File: config.mk
export PLATFORM = sky130hd
export DESIGN_NAME = fir_lowpass_31tap_flat
export DESIGN_NICKNAME = d
export VERILOG_FILES = /design/src/sv/flp_pkg.sv /design/src/sv/flp_ifs.sv /design/src/sv/flp_mac.sv /design/src/sv/flp_div.sv /design/src/sv/fir_lowpass_31tap.sv /design/src/flat_wrapper.sv
export SDC_FILE = /design/constraint.sdc
export NUM_CORES = 2
export LEC_CHECK = 0
export ABC_AREA = 1
export BUFFER_PORTS_ARGS = -buffer_cell sky130_fd_sc_hd__buf_2
export CAP_MARGIN = 5
export CORE_ASPECT_RATIO = 0.5
export CORE_MARGIN = 2
export CORE_UTILIZATION = 35
export CTS_BUF_LIST = sky130_fd_sc_hd__clkbuf_8
export CTS_CLUSTER_DIAMETER = 80
export DETAILED_ROUTE_END_ITERATION = 10
export SYNTH_ARGS = -nofsm -noshare
export SYNTH_HDL_FRONTEND = slang
export SYNTH_SLANG_ARGS = --single-unit
File: constraint.sdc
create_clock -name i_clk -period 85.7 [get_ports i_clk]
set_input_delay 17.14 -clock i_clk [delete_from_list [all_inputs] [get_ports i_clk]]
set_output_delay 17.14 -clock i_clk [all_outputs]
set_load 0.05 [all_outputs]
File: src/sv/flp_pkg.sv
// shared types, constants and coefficient table for the 31-tap low-pass fir
`timescale 1ns / 1ps

package flp_pkg;

    // field and datapath widths
    localparam int TAPS        = 31;
    localparam int TAP_IDX_W   = $clog2(TAPS);
    localparam int MICRO_SCALE = 1000000;
    localparam int IN_INT_W    = 13;
    localparam int IN_MICRO_W  = 21;
    localparam int SAMPLE_W    = 32;
    localparam int COEF_W      = 24;
    localparam int PROD_W      = SAMPLE_W + COEF_W;
    localparam int ACC_W       = 64;
    localparam int VALUE_W     = 34;
    localparam int FILT_W      = 34;

    // coefficient scaling; the filtered magnitude then stays below 2^32
    localparam int FRACTION_BITS = 16;

    // divide by one million: magnitude times a scaled reciprocal
    localparam int MAG_W        = 32;
    localparam int RECIP_SHIFT  = 50;
    localparam int RECIP_PROD_W = 2 * MAG_W;
    localparam int QUOT_W       = RECIP_PROD_W - RECIP_SHIFT;
    localparam int DIV_STEPS    = 4;

    typedef logic signed [IN_INT_W-1:0]   t_int_part;
    typedef logic signed [IN_MICRO_W-1:0] t_micro_part;
    typedef logic signed [SAMPLE_W-1:0]   t_sample;
    typedef logic signed [COEF_W-1:0]     t_coef;
    typedef t_coef                        t_coef_tab [TAPS];
    typedef logic signed [PROD_W-1:0]     t_prod;
    typedef logic signed [ACC_W-1:0]      t_acc;
    typedef logic signed [VALUE_W-1:0]    t_value;
    typedef logic signed [FILT_W-1:0]     t_filt;
    typedef logic [TAP_IDX_W-1:0]         t_tap_idx;
    typedef logic [MAG_W-1:0]             t_mag;
    typedef logic [RECIP_PROD_W-1:0]      t_rprod;
    typedef logic [QUOT_W-1:0]            t_quot;

    // control from the sequencer to the multiply-accumulate unit
    typedef struct packed {
        logic clr;
        logic en;
    } t_mac_ctl;

    localparam t_tap_idx TAP_LAST  = t_tap_idx'(TAPS - 1);
    localparam t_value   SCALE_VAL = t_value'(MICRO_SCALE);
    localparam t_sample  SAMPLE_MAX = {1'b0, {(SAMPLE_W-1){1'b1}}};
    localparam t_sample  SAMPLE_MIN = {1'b1, {(SAMPLE_W-1){1'b0}}};

    // ceil(2^50 / 1000000); the rounding error is small enough for any 32-bit magnitude
    localparam t_mag RECIP_MICRO = t_mag'(((longint'(1) << RECIP_SHIFT)
        + longint'(MICRO_SCALE) - 1) / longint'(MICRO_SCALE));
    localparam t_mag MICRO_MAG   = t_mag'(MICRO_SCALE);

    // symmetric low-pass tap weights in millionths
    localparam int TAP_MILLIONTHS [TAPS] = '{
        -648, -1444, -2702, -4441, -6191, -6959, -5371, 0,
        10207, 25522, 45170, 67289, 89180, 107781, 120271, 124672,
        120271, 107781, 89180, 67289, 45170, 25522, 10207, 0,
        -5371, -6959, -6191, -4441, -2702, -1444, -648
    };

    // weight scaled by 2^fb, truncated toward zero
    function automatic t_coef scale_coef(input int millionths, input int fb);
        longint mag;
        longint q;
        mag = (millionths < 0) ? -longint'(millionths) : longint'(millionths);
        q   = (mag << fb) / MICRO_SCALE;
        if (millionths < 0) begin
            q = -q;
        end
        return t_coef'(q);
    endfunction

    // whole coefficient rom for a given fraction width
    function automatic t_coef_tab coef_table(input int fb);
        t_coef_tab tab;
        for (int k = 0; k < TAPS; k++) begin
            tab[k] = scale_coef(TAP_MILLIONTHS[k], fb);
        end
        return tab;
    endfunction

endpackage

File: src/sv/flp_ifs.sv
// valid/ready channel interfaces for samples in and filtered results out
`timescale 1ns / 1ps

interface flp_in_if;
    import flp_pkg::*;

    logic        valid;
    logic        ready;
    t_int_part   integer_part;
    t_micro_part micro_part;

    modport source (output valid, output integer_part, output micro_part, input ready);
    modport sink   (input valid, input integer_part, input micro_part, output ready);
endinterface

interface flp_out_if;
    import flp_pkg::*;

    logic        valid;
    logic        ready;
    t_int_part   out_integer_part;
    t_micro_part out_micro_part;

    modport source (output valid, output out_integer_part, output out_micro_part,
                    input ready);
    modport sink   (input valid, input out_integer_part, input out_micro_part,
                    output ready);
endinterface

File: src/sv/flp_mac.sv
// shared multiply-accumulate unit, one tap per cycle with a registered product
`timescale 1ns / 1ps

module flp_mac (
    input  logic              i_clk,
    input  logic              i_rst_n,
    input  flp_pkg::t_mac_ctl i_ctl,
    input  flp_pkg::t_sample  i_sample,
    input  flp_pkg::t_coef    i_coef,
    output flp_pkg::t_acc     o_acc
);
    import flp_pkg::*;

    t_prod r_prod;
    logic  r_prod_vld;
    t_acc  r_acc;

    // product stage
    always_ff @(posedge i_clk) begin
        r_prod <= t_prod'(i_sample) * t_prod'(i_coef);
        if (!i_rst_n || i_ctl.clr) begin
            r_prod_vld <= 1'b0;
        end else begin
            r_prod_vld <= i_ctl.en;
        end
    end

    // accumulate stage
    always_ff @(posedge i_clk) begin
        if (i_ctl.clr) begin
            r_acc <= '0;
        end else if (r_prod_vld) begin
            r_acc <= r_acc + ACC_W'(r_prod);
        end
    end

    assign o_acc = r_acc;

endmodule

File: src/sv/flp_div.sv
// divider by one million through a reciprocal multiply, truncating toward zero
`timescale 1ns / 1ps

module flp_div (
    input  logic                 i_clk,
    input  logic                 i_rst_n,
    input  logic                 i_start,
    input  flp_pkg::t_filt       i_dividend,
    output logic                 o_done,
    output flp_pkg::t_int_part   o_quot,
    output flp_pkg::t_micro_part o_rem
);
    import flp_pkg::*;

    logic [DIV_STEPS-1:0]  r_step;
    logic                  r_done;
    logic                  r_neg;
    t_mag                  r_mag;
    t_rprod                r_prod;
    t_quot                 r_quot;
    t_mag                  r_qm;
    logic [IN_MICRO_W-1:0] r_rem;
    t_filt                 w_abs;
    t_mag                  w_diff;
    logic [IN_INT_W-1:0]   w_q_lo;
    logic [IN_MICRO_W-1:0] w_r_lo;

    assign w_abs  = i_dividend[FILT_W-1] ? -i_dividend : i_dividend;
    assign w_diff = r_mag - r_qm;

    // one marker bit walks through the steps; done holds until the next start
    always_ff @(posedge i_clk) begin
        if (!i_rst_n) begin
            r_step <= '0;
            r_done <= 1'b0;
        end else begin
            r_step <= {r_step[DIV_STEPS-2:0], i_start};
            if (i_start) begin
                r_done <= 1'b0;
            end else if (r_step[DIV_STEPS-1]) begin
                r_done <= 1'b1;
            end
        end
    end

    // magnitude, reciprocal multiply, quotient, back-multiply, remainder
    always_ff @(posedge i_clk) begin
        if (i_start) begin
            r_neg <= i_dividend[FILT_W-1];
            r_mag <= w_abs[MAG_W-1:0];
        end
        if (r_step[0]) begin
            r_prod <= t_rprod'(r_mag) * t_rprod'(RECIP_MICRO);
        end
        if (r_step[1]) begin
            r_quot <= r_prod[RECIP_PROD_W-1:RECIP_SHIFT];
        end
        if (r_step[2]) begin
            r_qm <= t_mag'(r_quot) * MICRO_MAG;
        end
        if (r_step[DIV_STEPS-1]) begin
            r_rem <= w_diff[IN_MICRO_W-1:0];
        end
    end

    // restore the sign of the dividend on both parts
    assign w_q_lo = r_quot[IN_INT_W-1:0];
    assign w_r_lo = r_rem;
    assign o_quot = t_int_part'(r_neg ? -w_q_lo : w_q_lo);
    assign o_rem  = t_micro_part'(r_neg ? -w_r_lo : w_r_lo);
    assign o_done = r_done;

    a_rem_below_divisor: assert property (@(posedge i_clk) disable iff (!i_rst_n)
        r_done |-> (t_mag'(r_rem) < MICRO_MAG))
        else $error("divider remainder not below one million");

    a_start_when_free: assert property (@(posedge i_clk) disable iff (!i_rst_n)
        i_start |-> (r_step == '0))
        else $error("divider started while busy");

    a_step_single: assert property (@(posedge i_clk) disable iff (!i_rst_n)
        $onehot0(r_step))
        else $error("divider step marker not single");

    a_busy_done_excl: assert property (@(posedge i_clk) disable iff (!i_rst_n)
        r_done |-> (r_step == '0))
        else $error("divider busy and done together");

endmodule

File: src/sv/fir_lowpass_31tap.sv
// top level: 31-tap low-pass fir on sensor readings with a shared mac and reciprocal divide
// usage
//   i_in carries one reading as a signed whole part and a signed millionths part;
//   o_out carries the filtered reading split the same way. both are valid/ready
//   channels and a transfer happens when valid and ready are high at a clock edge.
//   the reading is combined to whole*1000000 + millionths, saturated to 32 bits,
//   and pushed into a 31-sample delay line; one multiplier then walks the taps.
// sequence
//   after a transfer on i_in the block works in order: combine and shift, the mac
//   walk over the taps (one at a time, through the single shared multiplier),
//   a drain of the mac pipeline and the start of the divide, and the divide by
//   one million (reciprocal multiply, quotient select, back-multiply, remainder
//   subtract, output load). i_in.ready is high only while the block is idle,
//   so a new reading is taken only once the last result is in the output register.
// reset
//   i_rst_n is synchronous active low; it clears the delay line to zeros,
//   empties the output register and returns the sequencer to idle.
// stalls
//   the result sits in an output register; a new reading is accepted while it
//   waits, and the next result is held in the divider until o_out is taken.
`timescale 1ns / 1ps

module fir_lowpass_31tap (
    input  logic             i_clk,
    input  logic             i_rst_n,
    flp_in_if.sink           i_in,
    flp_out_if.source        o_out
);
    import flp_pkg::*;

    typedef enum logic [5:0] {
        S_IDLE  = 6'b000001,
        S_COMB  = 6'b000010,
        S_MAC   = 6'b000100,
        S_DRAIN = 6'b001000,
        S_DIVS  = 6'b010000,
        S_DIV   = 6'b100000
    } t_state;

    localparam t_coef_tab COEF_ROM = coef_table(FRACTION_BITS);

    t_state      r_state, n_state;
    t_tap_idx    r_idx, n_idx;
    t_int_part   r_int_part;
    t_micro_part r_micro_part;
    t_sample     r_taps [TAPS];
    logic        r_out_valid;
    t_int_part   r_out_int;
    t_micro_part r_out_micro;

    t_value      w_value;
    t_sample     w_sample;
    logic        w_sat_hi;
    logic        w_sat_lo;
    t_mac_ctl    w_mac_ctl;
    t_acc        w_acc;
    t_acc        w_acc_shr;
    logic        w_div_start;
    logic        w_div_done;
    t_int_part   w_quot;
    t_micro_part w_rem;
    logic        w_load_out;
    logic        w_in_xfer;

    assign w_in_xfer  = i_in.valid && i_in.ready;
    assign i_in.ready = (r_state == S_IDLE);

    // combine whole and millionths parts, saturate to 32 bits
    assign w_value  = t_value'(r_int_part) * SCALE_VAL + t_value'(r_micro_part);
    assign w_sat_hi = !w_value[VALUE_W-1] && (|w_value[VALUE_W-2:SAMPLE_W-1]);
    assign w_sat_lo = w_value[VALUE_W-1] && !(&w_value[VALUE_W-2:SAMPLE_W-1]);
    assign w_sample = w_sat_hi ? SAMPLE_MAX :
                      w_sat_lo ? SAMPLE_MIN : w_value[SAMPLE_W-1:0];

    // sequencer
    always_comb begin
        n_state     = r_state;
        n_idx       = r_idx;
        w_mac_ctl   = '0;
        w_div_start = 1'b0;
        w_load_out  = 1'b0;
        case (r_state)
            S_IDLE: begin
                if (w_in_xfer) begin
                    n_state = S_COMB;
                end
            end
            S_COMB: begin
                w_mac_ctl.clr = 1'b1;
                n_idx         = '0;
                n_state       = S_MAC;
            end
            S_MAC: begin
                w_mac_ctl.en = 1'b1;
                if (r_idx == TAP_LAST) begin
                    n_state = S_DRAIN;
                end else begin
                    n_idx = r_idx + t_tap_idx'(1);
                end
            end
            S_DRAIN: begin
                n_state = S_DIVS;
            end
            S_DIVS: begin
                w_div_start = 1'b1;
                n_state     = S_DIV;
            end
            S_DIV: begin
                if (w_div_done && (!r_out_valid || o_out.ready)) begin
                    w_load_out = 1'b1;
                    n_state    = S_IDLE;
                end
            end
            default: begin
                n_state = S_IDLE;
            end
        endcase
    end

    always_ff @(posedge i_clk) begin
        if (!i_rst_n) begin
            r_state <= S_IDLE;
            r_idx   <= '0;
        end else begin
            r_state <= n_state;
            r_idx   <= n_idx;
        end
    end

    // input capture
    always_ff @(posedge i_clk) begin
        if (w_in_xfer) begin
            r_int_part   <= i_in.integer_part;
            r_micro_part <= i_in.micro_part;
        end
    end

    // delay line, newest sample at entry 0
    always_ff @(posedge i_clk) begin
        if (!i_rst_n) begin
            for (int k = 0; k < TAPS; k++) begin
                r_taps[k] <= '0;
            end
        end else if (r_state == S_COMB) begin
            r_taps[0] <= w_sample;
            for (int k = 1; k < TAPS; k++) begin
                r_taps[k] <= r_taps[k-1];
            end
        end
    end

    flp_mac u_mac (
        .i_clk    (i_clk),
        .i_rst_n  (i_rst_n),
        .i_ctl    (w_mac_ctl),
        .i_sample (r_taps[r_idx]),
        .i_coef   (COEF_ROM[r_idx]),
        .o_acc    (w_acc)
    );

    // arithmetic shift rounds toward minus infinity
    assign w_acc_shr = w_acc >>> FRACTION_BITS;

    flp_div u_div (
        .i_clk      (i_clk),
        .i_rst_n    (i_rst_n),
        .i_start    (w_div_start),
        .i_dividend (w_acc_shr[FILT_W-1:0]),
        .o_done     (w_div_done),
        .o_quot     (w_quot),
        .o_rem      (w_rem)
    );

    // output register
    always_ff @(posedge i_clk) begin
        if (!i_rst_n) begin
            r_out_valid <= 1'b0;
        end else if (w_load_out) begin
            r_out_valid <= 1'b1;
        end else if (o_out.ready) begin
            r_out_valid <= 1'b0;
        end
    end

    always_ff @(posedge i_clk) begin
        if (w_load_out) begin
            r_out_int   <= w_quot;
            r_out_micro <= w_rem;
        end
    end

    assign o_out.valid            = r_out_valid;
    assign o_out.out_integer_part = r_out_int;
    assign o_out.out_micro_part   = r_out_micro;

    a_state_onehot: assert property (@(posedge i_clk) disable iff (!i_rst_n)
        $onehot(r_state))
        else $error("sequencer state not one-hot");

    a_idx_in_range: assert property (@(posedge i_clk) disable iff (!i_rst_n)
        (r_state == S_MAC) |-> (r_idx <= TAP_LAST))
        else $error("tap index out of range");

    a_accept_starts_work: assert property (@(posedge i_clk) disable iff (!i_rst_n)
        w_in_xfer |=> (r_state == S_COMB))
        else $error("accepted reading not processed");

    a_result_from_divider: assert property (@(posedge i_clk) disable iff (!i_rst_n)
        $rose(o_out.valid) |-> $past(w_div_done))
        else $error("result shown without a finished divide");

endmodule

File: src/flat_wrapper.sv
// flat-port wrapper written by rule: the top's interface ports become plain ports
module fir_lowpass_31tap_flat import flp_pkg::*;
  (i_clk, i_rst_n, i_in_valid, i_in_integer_part, i_in_micro_part, i_in_ready, o_out_valid, o_out_out_integer_part, o_out_out_micro_part, o_out_ready);
  flp_in_if i_in_i ();
  flp_out_if o_out_i ();
  input  logic i_clk;
  input  logic i_rst_n;
  input wire logic [$bits(i_in_i.valid)-1:0] i_in_valid;
  input wire logic [$bits(i_in_i.integer_part)-1:0] i_in_integer_part;
  input wire logic [$bits(i_in_i.micro_part)-1:0] i_in_micro_part;
  output wire logic [$bits(i_in_i.ready)-1:0] i_in_ready;
  output wire logic [$bits(o_out_i.valid)-1:0] o_out_valid;
  output wire logic [$bits(o_out_i.out_integer_part)-1:0] o_out_out_integer_part;
  output wire logic [$bits(o_out_i.out_micro_part)-1:0] o_out_out_micro_part;
  input wire logic [$bits(o_out_i.ready)-1:0] o_out_ready;
  assign i_in_i.valid = i_in_valid;
  assign i_in_i.integer_part = i_in_integer_part;
  assign i_in_i.micro_part = i_in_micro_part;
  assign i_in_ready = i_in_i.ready;
  assign o_out_valid = o_out_i.valid;
  assign o_out_out_integer_part = o_out_i.out_integer_part;
  assign o_out_out_micro_part = o_out_i.out_micro_part;
  assign o_out_i.ready = o_out_ready;
  fir_lowpass_31tap u_core (.i_clk(i_clk), .i_rst_n(i_rst_n), .i_in(i_in_i), .o_out(o_out_i));
endmodule
==> summary.md <==
| Metric | Value |
|---|---|
| Status | `complete, no violations` |
| Pin count of the biggest net entering global routing | `202` |
| Synth Warn # | `0` |
| HP Class | `flip-flop to flip-flop` |
| CP max FO | `91` |
| Gpl congestion | `0.9355` |
| Final slew viol count | `0` |
| Antenna violations before repair | `4` |
| Sum of buffers and inverters on the critical path | `6` |
| Critical path's top delay family | `buffers and inverters` |
| Fin crit period | `22.34 ns` |
| Synth Area in Adders | `0.2997` |
| Final setup fails | `0` |
| Most common cell after layout, fill and taps aside | `inv_1` |
| Vias in the first global route | `77270` |
| DRC viols | `0` |
| Rel. slew slack | `0.2027` |
| Routed length per placed instance | `17.07 um` |
| Synth Area per Inst | `9.100 um^2` |
| Remaining antenna violation count after routing | `0` |
| Global-route wire length before repair | `432100 um` |
| Sink Count | `1278` |
| Ratio of cells with drive above 1 in the final layout | `0.04185` |
| Tightest Pin Transition | `1.195 ns` |
| Worst-path cell chain | `buf_8 > nand2_4 > buf_4 > buf_4 > buf_4 > buf_4 > buf_4` |
| Req. time, crit path | `86.30 ns` |
| Pre-antenna DRT Iters | `6` |
| Cts hold-fix bufs | `0` |
| Fmax | `0.04477 GHz` |
| Ys flop type | `edfxtp_1` |
| Hold path startpoint | `u_core.r_taps[27][10]$_SDFFCE_PN0P_` |
| Die height | `393.7 um` |
| Cell mode on critical path | `buf_4` |
| Fin nets | `13540` |
| Post-synth EDFFs | `1155` |
| Post-DP Area | `110600 um^2` |
| Share of flip-flops with an asynchronous set or reset | `0` |
| H-tree depth | `4` |
| Routed via count | `76120` |
| Setup Buffers After CTS | `0` |
| Sequential fraction of the synthesis area | `0.3493` |
| Clock slew seen by the registers of the worst setup and hold paths | `0.06 ns` |
| Final WL | `270400 um` |
| Synth Area in Compound Gates | `0.08926` |
| Inserted Clock Buffers | `204` |
| Syn Inst Count | `11690` |
| RSZ-0062 raised after global routing | `no` |
| Crit end category | `flip-flop` |
| All-Layer GR Usage | `0.1745` |
| Worst path slowest cell | `buf_4` |
| Mapped cell area | `106300 um^2` |
| CTS tree | `yes` |
| Skew-Pair Late Insertion Delay | `1.00 ns` |
| Xor-xnor portion of the synthesized cell area | `0.01846` |
| Setup TNS | `0 ns` |
| Initial Utilization | `0.3510` |
| Net Count, Synth | `13590` |
| Hold path cells | `2` |
| CP Launch Type | `input pin` |
| Fin Hold WS | `0.4073 ns` |
| Die W | `783.5 um` |
| Crit path DAT | `22.93 ns` |
| Total gr overflow | `0` |
| Most frequent cells in the layout | `2812 x inv_1, 1710 x nand2_1, 1171 x nor2_1` |
| Gates resized, CTS repair | `0` |
| Netlist cell types | `60` |
| Core area | `302900 um^2` |
| Drt via density | `4.804` |
| Port Buffers | `73` |
| Worst setup path class | `input pin to flip-flop` |
| I/O Pins | `74` |
| Register bit total from synthesis | `1278` |
| Row count | `143` |
| Simple-Gate Fraction of Synth Area | `0.1264` |
| Largest family of logic cells by synthesized area | `adder cells` |
| Max-cap viol count | `0` |
| Period utilization | `0.2606` |
| Max stage delay on crit path | `0.93 ns` |
| Root buffer cell | `clkbuf_8` |
| Worst reg-to-reg setup slack | `74.94 ns` |
| Clk buf depth | `4` |
| Final hold viol count | `0` |
| Hold endpoint | `u_core.r_taps[28][10]$_SDFFCE_PN0P_` |
| Post-detail-place hpwl | `198000 um` |
| Worst r2r path cells | `31` |
| Layout Area Growth over Synthesis | `7.379%` |
| RR Endpoint | `u_core.u_mac.r_prod[49]$_DFF_P_` |
| Iteration-0 DRC Markers | `5724` |
| Clock skew | `0.1447 ns` |
| Design area | `114200 um^2` |
| Total die area | `308500 um^2` |
| Mux share of post-synthesis cell area | `0` |
[layout make-up]
type                       instances  area (um^2)
fill                           30530       188700
multi-input combinational       7211        56820
sequential                      1278        37160
inverter                        2787        10490
tap                             4060         5080
clock buffer                     208         2863
timing repair buffer             150         1028
clock inverter                   147        732.0
antenna                            2        5.005
[metrics by stage]
step / std cells / utilization / worst slack [ns]
floorplan: 11690 / - / 45.44
global placement: 15490 / 0.3650 / 62.36
detailed placement: 15490 / 0.3650 / 62.26
CTS: 15840 / 0.3769 / 63.32
global route: 15840 / 0.3769 / 62.92
finish: 15840 / 0.3769 / 63.36
[state kept, by name, summed over array words and instances, names as in the netlist, 15 cells and up, named ones only]
name	cells
u_core.u_div.r_mag	32
u_core.u_div.r_rem	21
u_core.u_mac.o_acc	50
u_core.u_mac.r_prod	50
u_core.o_out.out_micro_part	21
u_core.r_micro_part	21
u_core.r_taps	992
u_core.u_div.r_qm	15
[worst reg2reg max path: cells and delay by family (launching register included)]
kind | cells | cell delay (ns)
flip-flops | 1 | 0.64
adder cells (fa/ha/maj) | 8 | 3.99
AND/OR/NAND/NOR | 10 | 2.46
buffers and inverters | 8 | 2.57
AO/OA/AOI/OAI | 5 | 0.98
[cells by family (layout without fill, tap and decap cells)]
family / after synthesis / count (layout)
buffers and inverters: 3196 / 3292
other: 0 / 2
AND/OR/NAND/NOR: 3378 / 3378
XOR/XNOR: 222 / 222
adder cells (fa/ha/maj): 1871 / 1871
flip-flops: 1278 / 1278
AO/OA/AOI/OAI: 1740 / 1740
[cells in the mapped netlist (all sizes together), types with 31 or more instances]
cell / n / area (um^2)
inv: 2784 / 10450
nand2: 1726 / 6516
nor2: 1182 / 4467
edfxtp: 1155 / 34680
fa: 1126 / 22540
ha: 745 / 9321
o21ai: 723 / 3618
a21oi: 714 / 3573
nand3: 330 / 1662
clkbuf: 230 / 863.3
buf: 179 / 1101
xor2: 142 / 1262
dfxtp: 123 / 2462
xnor2: 80 / 700.7
nor3: 68 / 340.3
a31oi: 50 / 312.8
o21bai: 50 / 375.4
o211ai: 39 / 292.8
nand4: 33 / 206.5
a21o: 31 / 232.7
[worst max-delay path by stage]
| stage | end | cells past startpoint | slack, ns | start |
|---|---|---|---|---|
| floorplan | u_core.r_taps[0][0]$_SDFFCE_PN0P_ | 2 | 45.44 | i_rst_n |
| global placement | u_core.r_taps[27][19]$_SDFFCE_PN0P_ | 7 | 62.36 | i_rst_n |
| detailed placement | u_core.r_taps[29][19]$_SDFFCE_PN0P_ | 7 | 62.26 | i_rst_n |
| CTS | u_core.r_taps[21][18]$_SDFFCE_PN0P_ | 7 | 63.32 | i_rst_n |
| global route | u_core.r_taps[20][18]$_SDFFCE_PN0P_ | 7 | 62.92 | i_rst_n |
| finish | u_core.r_taps[25][19]$_SDFFCE_PN0P_ | 7 | 63.36 | i_rst_n |
[layer usage]
metal | GRT usage | part of all wire
met5 | 0 | 0.000085
met4 | 0.04495 | 0.026
met3 | 0.02596 | 0.055
met2 | 0.2876 | 0.47
met1 | 0.2413 | 0.45
Power is left out: the tool's default activity adds up to more than one toggle a clock period on the data nets, which glitch-free logic cannot reach.
